### config.mk
export PLATFORM = sky130hd
export DESIGN_NAME = fractional_baud_divider_search
export DESIGN_NICKNAME = d
export VERILOG_FILES = /design/src/design/fbd_pkg.sv /design/src/design/fbd_divider.sv /design/src/design/fractional_baud_divider_search.sv
export SDC_FILE = /design/constraint.sdc
export NUM_CORES = 1
export LEC_CHECK = 0
export BUFFER_PORTS_ARGS = -buffer_cell sky130_fd_sc_hd__buf_4
export CAP_MARGIN = 20
export CORE_ASPECT_RATIO = 2
export CORE_MARGIN = 8
export CORE_UTILIZATION = 45
export CTS_CLUSTER_DIAMETER = 120
export DETAILED_ROUTE_END_ITERATION = 10
export GPL_ROUTABILITY_DRIVEN = 1
export PLACE_DENSITY = 0.67
export RECOVER_POWER = 25
export REMOVE_ABC_BUFFERS = 1
export SETUP_SLACK_MARGIN = 0.05
export SLEW_MARGIN = 20
export SYNTH_ARGS = -nofsm -noshare
export SYNTH_HDL_FRONTEND = slang
export SYNTH_SLANG_ARGS = --single-unit
### constraint.sdc
create_clock -name clock -period 23.2 [get_ports clock]
set_input_delay 4.64 -clock clock [delete_from_list [all_inputs] [get_ports clock]]
set_output_delay 4.64 -clock clock [all_outputs]
set_load 0.1 [all_outputs]
### src/design/fbd_pkg.sv
package fbd_pkg;
   localparam int ClockWidth    = 28;
   localparam int BaudWidth     = 22;
   localparam int DivisorWidth  = 27;
   localparam int NibbleWidth   = 4;
   localparam int ErrorWidth    = 28;
   localparam int FractionLimit = 15;
   // f*m fits in 32 bits; divisor step*baud fits in 32 bits as well
   localparam int NumWidth      = 32;
   localparam int DenWidth      = 32;
   localparam int CountWidth    = 6;
   localparam int MinDivisor    = 2;

   typedef enum logic [2:0] {
      ST_IDLE,
      ST_DIV1,
      ST_DIV2,
      ST_EVAL,
      ST_NEXT,
      ST_DONE
   } state_type;

   typedef struct packed {
      logic start;
      logic busy;
      logic done;
   } div_ctrl_type;
endpackage

### src/design/fbd_divider.sv
module fbd_divider (
   input  logic                          clock,
   input  logic                          reset,
   input  fbd_pkg::div_ctrl_type         ctrl_in,
   input  logic [fbd_pkg::NumWidth-1:0]  numer,
   input  logic [fbd_pkg::DenWidth-1:0]  denom,
   output fbd_pkg::div_ctrl_type         ctrl_out,
   output logic [fbd_pkg::NumWidth-1:0]  quot
);
   import fbd_pkg::*;

   logic [NumWidth-1:0]   quot_ff, quot_in;
   logic [DenWidth:0]     rem_ff, rem_in;
   logic [DenWidth-1:0]   den_ff, den_in;
   logic [CountWidth-1:0] cnt_ff, cnt_in;
   logic                  busy_ff, busy_in, done_ff, done_in;
   logic [DenWidth:0]     trial;

   // one quotient bit per cycle, restoring
   always_comb begin
      quot_in = quot_ff;
      rem_in  = rem_ff;
      den_in  = den_ff;
      cnt_in  = cnt_ff;
      busy_in = busy_ff;
      done_in = 1'b0;
      trial   = '0;
      if (ctrl_in.start) begin
         quot_in = numer;
         rem_in  = '0;
         den_in  = denom;
         cnt_in  = CountWidth'(NumWidth);
         busy_in = 1'b1;
      end else if (busy_ff) begin
         trial = {rem_ff[DenWidth-1:0], quot_ff[NumWidth-1]};
         if (trial >= {1'b0, den_ff}) begin
            rem_in  = trial - {1'b0, den_ff};
            quot_in = {quot_ff[NumWidth-2:0], 1'b1};
         end else begin
            rem_in  = trial;
            quot_in = {quot_ff[NumWidth-2:0], 1'b0};
         end
         cnt_in = cnt_ff - 1'b1;
         if (cnt_ff == CountWidth'(1)) begin
            busy_in = 1'b0;
            done_in = 1'b1;
         end
      end
   end

   always_ff @(posedge clock) begin
      quot_ff <= quot_in;
      rem_ff  <= rem_in;
      den_ff  <= den_in;
      cnt_ff  <= cnt_in;
      if (reset) begin
         busy_ff <= 1'b0;
         done_ff <= 1'b0;
      end else begin
         busy_ff <= busy_in;
         done_ff <= done_in;
      end
   end

   assign quot           = quot_ff;
   assign ctrl_out.start = 1'b0;
   assign ctrl_out.busy  = busy_ff;
   assign ctrl_out.done  = done_ff;
endmodule

### src/design/fractional_baud_divider_search.sv
// Search: 225 (mul, add) pairs, each running the divisor division and, when the
// divisor is at least 2, the rate division; the best result is then posted, and a
// zero wanted rate skips the search and goes straight to posting the result.
// Throughput: one transaction at a time, set by the shared bit-serial divider
// (32 quotient bits, one per cycle).
// Reset: synchronous, active high; clears the sequencer and output valid.
module fractional_baud_divider_search #(
   parameter int FRACTION_LIMIT = fbd_pkg::FractionLimit
) (
   input  logic                              clock,
   input  logic                              reset,
   input  logic                              req_valid,
   output logic                              req_stall,
   input  logic [fbd_pkg::ClockWidth-1:0]    req_clock_hz,
   input  logic [fbd_pkg::BaudWidth-1:0]     req_wanted_baud,
   output logic                              rsp_valid,
   input  logic                              rsp_stall,
   output logic                              rsp_found,
   output logic [fbd_pkg::DivisorWidth-1:0]  rsp_divisor,
   output logic [fbd_pkg::NibbleWidth-1:0]   rsp_add_value,
   output logic [fbd_pkg::NibbleWidth-1:0]   rsp_mul_value,
   output logic [fbd_pkg::ErrorWidth-1:0]    rsp_rate_error
);
   import fbd_pkg::*;

   state_type state_ff, state_in;
   logic [ClockWidth-1:0]  f_ff, f_in;
   logic [BaudWidth-1:0]   baud_ff, baud_in;
   logic [NibbleWidth-1:0] m_ff, m_in, a_ff, a_in;
   logic [NumWidth-1:0]    num_ff, num_in, d_ff, d_in;
   logic [4:0]             step;
   logic                   have_ff, have_in, rv_ff, rv_in;
   logic [DivisorWidth-1:0] bd_ff, bd_in;
   logic [NibbleWidth-1:0] ba_ff, ba_in, bm_ff, bm_in;
   logic [ErrorWidth-1:0]  be_ff, be_in;
   logic [NumWidth-1:0]    err;
   div_ctrl_type           dctl, dstat;
   logic [NumWidth-1:0]    dnum, quot;
   logic [DenWidth-1:0]    dden;
   logic                   kick_ff, kick_in;

   assign step = 5'(m_ff) + 5'(a_ff);

   fbd_divider u_div (
      .clock(clock), .reset(reset), .ctrl_in(dctl), .numer(dnum), .denom(dden),
      .ctrl_out(dstat), .quot(quot)
   );

   always_comb begin
      state_in = state_ff;
      f_in = f_ff; baud_in = baud_ff; m_in = m_ff; a_in = a_ff;
      num_in = num_ff; d_in = d_ff; have_in = have_ff; rv_in = rv_ff;
      bd_in = bd_ff; ba_in = ba_ff; bm_in = bm_ff; be_in = be_ff;
      dctl = '0;
      // start the divisor division once the pair's operands are registered
      dctl.start = kick_ff;
      dnum = num_ff;
      dden = DenWidth'({step, 4'b0}) * DenWidth'(baud_ff);
      err  = (quot > NumWidth'(baud_ff)) ? quot - NumWidth'(baud_ff)
                                          : NumWidth'(baud_ff) - quot;
      if (rv_ff && !rsp_stall) rv_in = 1'b0;
      case (state_ff)
         ST_IDLE: begin
            if (req_valid && !rv_ff) begin
               f_in = req_clock_hz; baud_in = req_wanted_baud;
               m_in = NibbleWidth'(1); a_in = NibbleWidth'(1);
               num_in = NumWidth'(req_clock_hz);
               have_in = 1'b0;
               bd_in = '0; ba_in = '0; bm_in = '0; be_in = '0;
               state_in = (req_wanted_baud == '0) ? ST_DONE : ST_DIV1;
            end
         end
         ST_DIV1: begin
            if (dstat.done) begin
               d_in = quot;
               if (quot < NumWidth'(MinDivisor)) begin
                  state_in = ST_NEXT;
               end else begin
                  dden = DenWidth'({step, 4'b0}) * quot;
                  dctl.start = 1'b1;
                  state_in = ST_DIV2;
               end
            end
         end
         ST_DIV2: begin
            if (dstat.done) state_in = ST_EVAL;
         end
         ST_EVAL: begin
            if (!have_ff || err < NumWidth'(be_ff)) begin
               have_in = 1'b1;
               be_in = ErrorWidth'(err);
               bd_in = DivisorWidth'(d_ff);
               ba_in = a_ff; bm_in = m_ff;
            end
            state_in = ST_NEXT;
         end
         ST_NEXT: begin
            if (a_ff == NibbleWidth'(FRACTION_LIMIT)) begin
               a_in = NibbleWidth'(1);
               if (m_ff == NibbleWidth'(FRACTION_LIMIT)) begin
                  state_in = ST_DONE;
               end else begin
                  m_in = m_ff + 1'b1;
                  num_in = num_ff + NumWidth'(f_ff);
                  state_in = ST_DIV1;
               end
            end else begin
               a_in = a_ff + 1'b1;
               state_in = ST_DIV1;
            end
         end
         ST_DONE: begin
            rv_in = 1'b1;
            state_in = ST_IDLE;
         end
         default: state_in = ST_IDLE;
      endcase
      kick_in = (state_in == ST_DIV1) && (state_ff != ST_DIV1);
   end

   always_ff @(posedge clock) begin
      f_ff <= f_in; baud_ff <= baud_in; m_ff <= m_in; a_ff <= a_in;
      num_ff <= num_in; d_ff <= d_in;
      bd_ff <= bd_in; ba_ff <= ba_in; bm_ff <= bm_in; be_ff <= be_in;
      if (reset) begin
         state_ff <= ST_IDLE;
         have_ff  <= 1'b0;
         rv_ff    <= 1'b0;
         kick_ff  <= 1'b0;
      end else begin
         state_ff <= state_in;
         have_ff  <= have_in;
         rv_ff    <= rv_in;
         kick_ff  <= kick_in;
      end
   end

   assign req_stall      = (state_ff != ST_IDLE) || rv_ff;
   assign rsp_valid      = rv_ff;
   assign rsp_found      = have_ff;
   assign rsp_divisor    = bd_ff;
   assign rsp_add_value  = ba_ff;
   assign rsp_mul_value  = bm_ff;
   assign rsp_rate_error = be_ff;

   a_stall_hold: assert property (@(posedge clock) disable iff (reset)
      rsp_valid && rsp_stall |=> rsp_valid && $stable(rsp_divisor))
      else $error("result changed while stalled");
   a_no_accept_busy: assert property (@(posedge clock) disable iff (reset)
      rsp_valid |-> req_stall)
      else $error("input taken while result pending");
   a_found_zero: assert property (@(posedge clock) disable iff (reset)
      rsp_valid && !rsp_found |-> rsp_divisor == '0)
      else $error("divisor set without found");
endmodule

==> flow_summary.toml <==
[outcome]
run_status = "finished, violations left"
violations = "capacitance limit, slew limit"

[cells_and_area]
multi_input_area_um2 = 14600
final_layout_size_suffix_gt1_share_pct = 8.24
layout_common_cells = "inv_1 (319), nand2_1 (251), edfxtp_1 (240)"
seq_area_um2 = 8130
syn2layout_area_growth_pct = 10.4
layout.nets = 3073
fillers = 4951
antenna_cells = 0
mostFrequentLayoutCell = "inv_1"

[grt]
grt_pass1_vias = 20300
grt_pass1_wl_mm = 112
antenna_found_initial = 0
overflow = 0
grt_max_degree = 68
track_usage_pct = 23.0

[floorplanning]
start_util_pct = 45.5
fp-row-count = 120
die_area_um2 = 62100
coreArea_um2 = 53500
pin_count = 120
fp.dieW_um = 180
fp.dieH_um = 345

[synthesis]
synth.distinct_cells = 90
avgSynthCellArea_um2 = 9.32
synth_top_area_share_pct = 29.7
syn_area_um2 = 24300
synth_ff_type = "edfxtp_1"
ys_ff_latch = 286
async_reset_ff_share_pct = 0
yosysTopAreaCell = "edfxtp_1"
synthCells = 2606
synth_edf_count = 240
synth_warnings = 0
yosysSeqAreaShare_pct = 33.4
synth.top_cells.by_area = "edfxtp_1 (30%), fa_1 (11%), ha_1 (10%)"

[power]
power.internal_w = 0.00149
p_sw_share_pct = 42.2
p_leak_nw = 12.1
power_frac_comb_pct = 52.8
cellPowerDensity_nw_per_um2 = 95.9
clock_power_share_pct = 19.9
pwr-share-seq_pct = 27.3
ir_worst_vdd_v = 0.0000631
netSwitchingPower_w = 0.00109

[critical_path]
cp.arrival_ns = 7.73
slowest_delay_ns = 2.09
end_kind = "flip-flop"
path_class = "flip-flop to flip-flop"
cpMaxStageDelayCell = "clkbuf_1"
cpMostUsedCell = "clkbuf_1"
cp.required_ns = 23.66
r2r-end = "u_div.rem_ff[26]$_SDFFE_PN0P_"
critPathMaxFanout = 53
cp_num_buf_inv = 4
cp-start-kind = "flip-flop"
worst_r2r_path_depth = 10
r2r-start = "state_ff[0]$_SDFF_PP0_"
crit_family = "buffers and inverters"
path_cells = "nor4bb_1, clkbuf_1, o21ai_4, clkbuf_1, nor2b_1, inv_1, clkbuf_1, nor3b_1, a41oi_1, o31ai_1"
regToRegSetupSlack_ns = 15.93

[min_path]
whs_endpoint = "u_div.cnt_ff[0]$_SDFFE_PN0P_"
min_path_type = "flip-flop to flip-flop"
worstHoldStart = "u_div.cnt_ff[0]$_SDFFE_PN0P_"
min_path_cells = 2

[sta]
rsz0062_at_grt = "false"
min_period_ns = 7.27
slew_headroom_pct = -89.6
period_share_pct = 31.3
fmax_mhz = 138
setup_tns_ns = 0
drv_slew = 353
worstMarginPinSlew_ns = 2.84
hold_viol_final = 0
fin_ws_ns = 15.93
clock_skew_ns = 0.0216
setup_violations = 0

[clocking]
cts.sinks = 286
clk_path_buf_depth = 3
cts_tree = "yes"
post-cts-setup-buffers = 0
cts_hold_repair.buffers = 0
post_cts_resize_count = 0
clock_latency_ns = 0.60
htreeDepth = 1
cts-buffers-inserted = 29
clk_pin_slew_ns = 0.07
root_buffer = "clkbuf_16"

[placement]
port_buffers = 119
dpl_worst_slack_ns = 16.11
hpwl_mm = 57.1
gp_congestion = 1.00

[route]
wl_per_cell_um = 21.4
drc_errors = 0
drt_wl_total_mm = 72.4
vias = 19100
drt-vias-per-instance = 5.65
drtAntennaViolNets = 0
detail_route.iter0.violations = 1232
first_pass_iters = 7

[flow_run]
maxCapViolCount = 8
==> final cells by class <==
type                            instances  area share (%)
Tap cell                              671            3.13
Timing Repair Buffer                  142            3.85
Multi-Input combinational cell       1904            54.5
Inverter                              320            4.48
Clock inverter                         16           0.816
Sequential cell                       286            30.3
Clock buffer                           37            2.97
==> flip-flops by register name (all words and copies together), names as in the netlist, 3 cells and up <==
| register | cells |
|---|---|
| a_ff | 4 |
| baud_ff | 22 |
| d_ff | 27 |
| dnum | 32 |
| f_ff | 28 |
| m_ff | 4 |
| rsp_add_value | 4 |
| rsp_divisor | 27 |
| rsp_mul_value | 4 |
| rsp_rate_error | 28 |
| state_ff | 3 |
| u_div.cnt_ff | 6 |
| u_div.den_ff | 28 |
| u_div.quot | 32 |
| u_div.rem_ff | 32 |
==> through the flow <==
stage                     cells  hold slack [ns]  util [%]  cell area, um^2  power, W
after floorplan            2510            0.460         -            23900   0.00173
after global placement     3323            0.475      48.4            25900   0.00203
after detailed placement   3323            0.492      48.4            25900   0.00206
after CTS                  3376            0.505      50.3            26900   0.00259
after global routing       3376            0.530      50.2            26800   0.00277
final                      3376            0.501      50.2            26800   0.00257
==> routing by layer <==
| layer | part of all wire [%] | global-route usage (%) | vias to the layer above |
|---|---|---|---|
| li1 | - | - | 9068 |
| met1 | 36 | 23.3 | 9343 |
| met2 | 54 | 44.6 | 487 |
| met3 | 3.2 | 2.18 | 180 |
| met4 | 6.6 | 14.4 | 0 |
| met5 | 0 | 0 | - |
==> tightest hold or removal path, stage by stage (launching register included) <==
cell,delay [ns]
dfxtp_1,0.33
nand2b_1,0.07
a21oi_1,0.06
==> worst max path at each step <==
| stage | slack, ns | startpoint | endpoint | depth (start not counted) |
|---|---|---|---|---|
| after floorplan | 14.82 | state_ff[0]$_SDFF_PP0_ | u_div.rem_ff[26]$_SDFFE_PN0P_ | 7 |
| final | 15.93 | state_ff[0]$_SDFF_PP0_ | u_div.rem_ff[26]$_SDFFE_PN0P_ | 10 |
| after detailed placement | 16.11 | u_div.quot[0]$_DFFE_PP_ | rsp_divisor[3]$_SDFFCE_PN0P_ | 25 |
| after global routing | 15.43 | state_ff[0]$_SDFF_PP0_ | u_div.rem_ff[26]$_SDFFE_PN0P_ | 10 |
| after global placement | 16.13 | u_div.quot[0]$_DFFE_PP_ | rsp_divisor[0]$_SDFFCE_PN0P_ | 26 |
| after CTS | 16.08 | u_div.quot[0]$_DFFE_PP_ | rsp_divisor[6]$_SDFFCE_PN0P_ | 25 |
==> Yosys cell counts, types with 59 or more instances <==
cell and n:
a21o_1 82, a21oi_1 146, and2_1 202, clkbuf_1 70, edfxtp_1 240, fa_1 136
ha_1 200, inv_1 320, nand2_1 252, nor2_1 166, o21ai_0 155, xnor2_1 76
xor2_1 59
==> cells by family (layout without fill, tap and decap cells) <==
group                      count (synthesis)  after routing  share of synthesized area, %
DFF                                      286            286                          33.4
AOI/OAI and AO/OA                        574            574                          15.1
muxes                                     40             40                          1.68
xor gates and xnor gates                 135            135                          4.87
adders and majority gates                336            336                          21.5
buffers and inverters                    416            515                          6.68
and+or+nand+nor                          819            819                          16.8
==> power by group through the flow <==
stage / Combinational [W] / Sequential (W) / Clock [W]
global placement: 0.00132 / 0.000707 / 0
global route: 0.00152 / 0.000710 / 0.000538
detailed placement: 0.00135 / 0.000710 / 0
floorplan: 0.000997 / 0.000733 / 0
CTS: 0.00136 / 0.000700 / 0.000525
finish: 0.00136 / 0.000702 / 0.000512
Power figures use the tool's default switching activity.
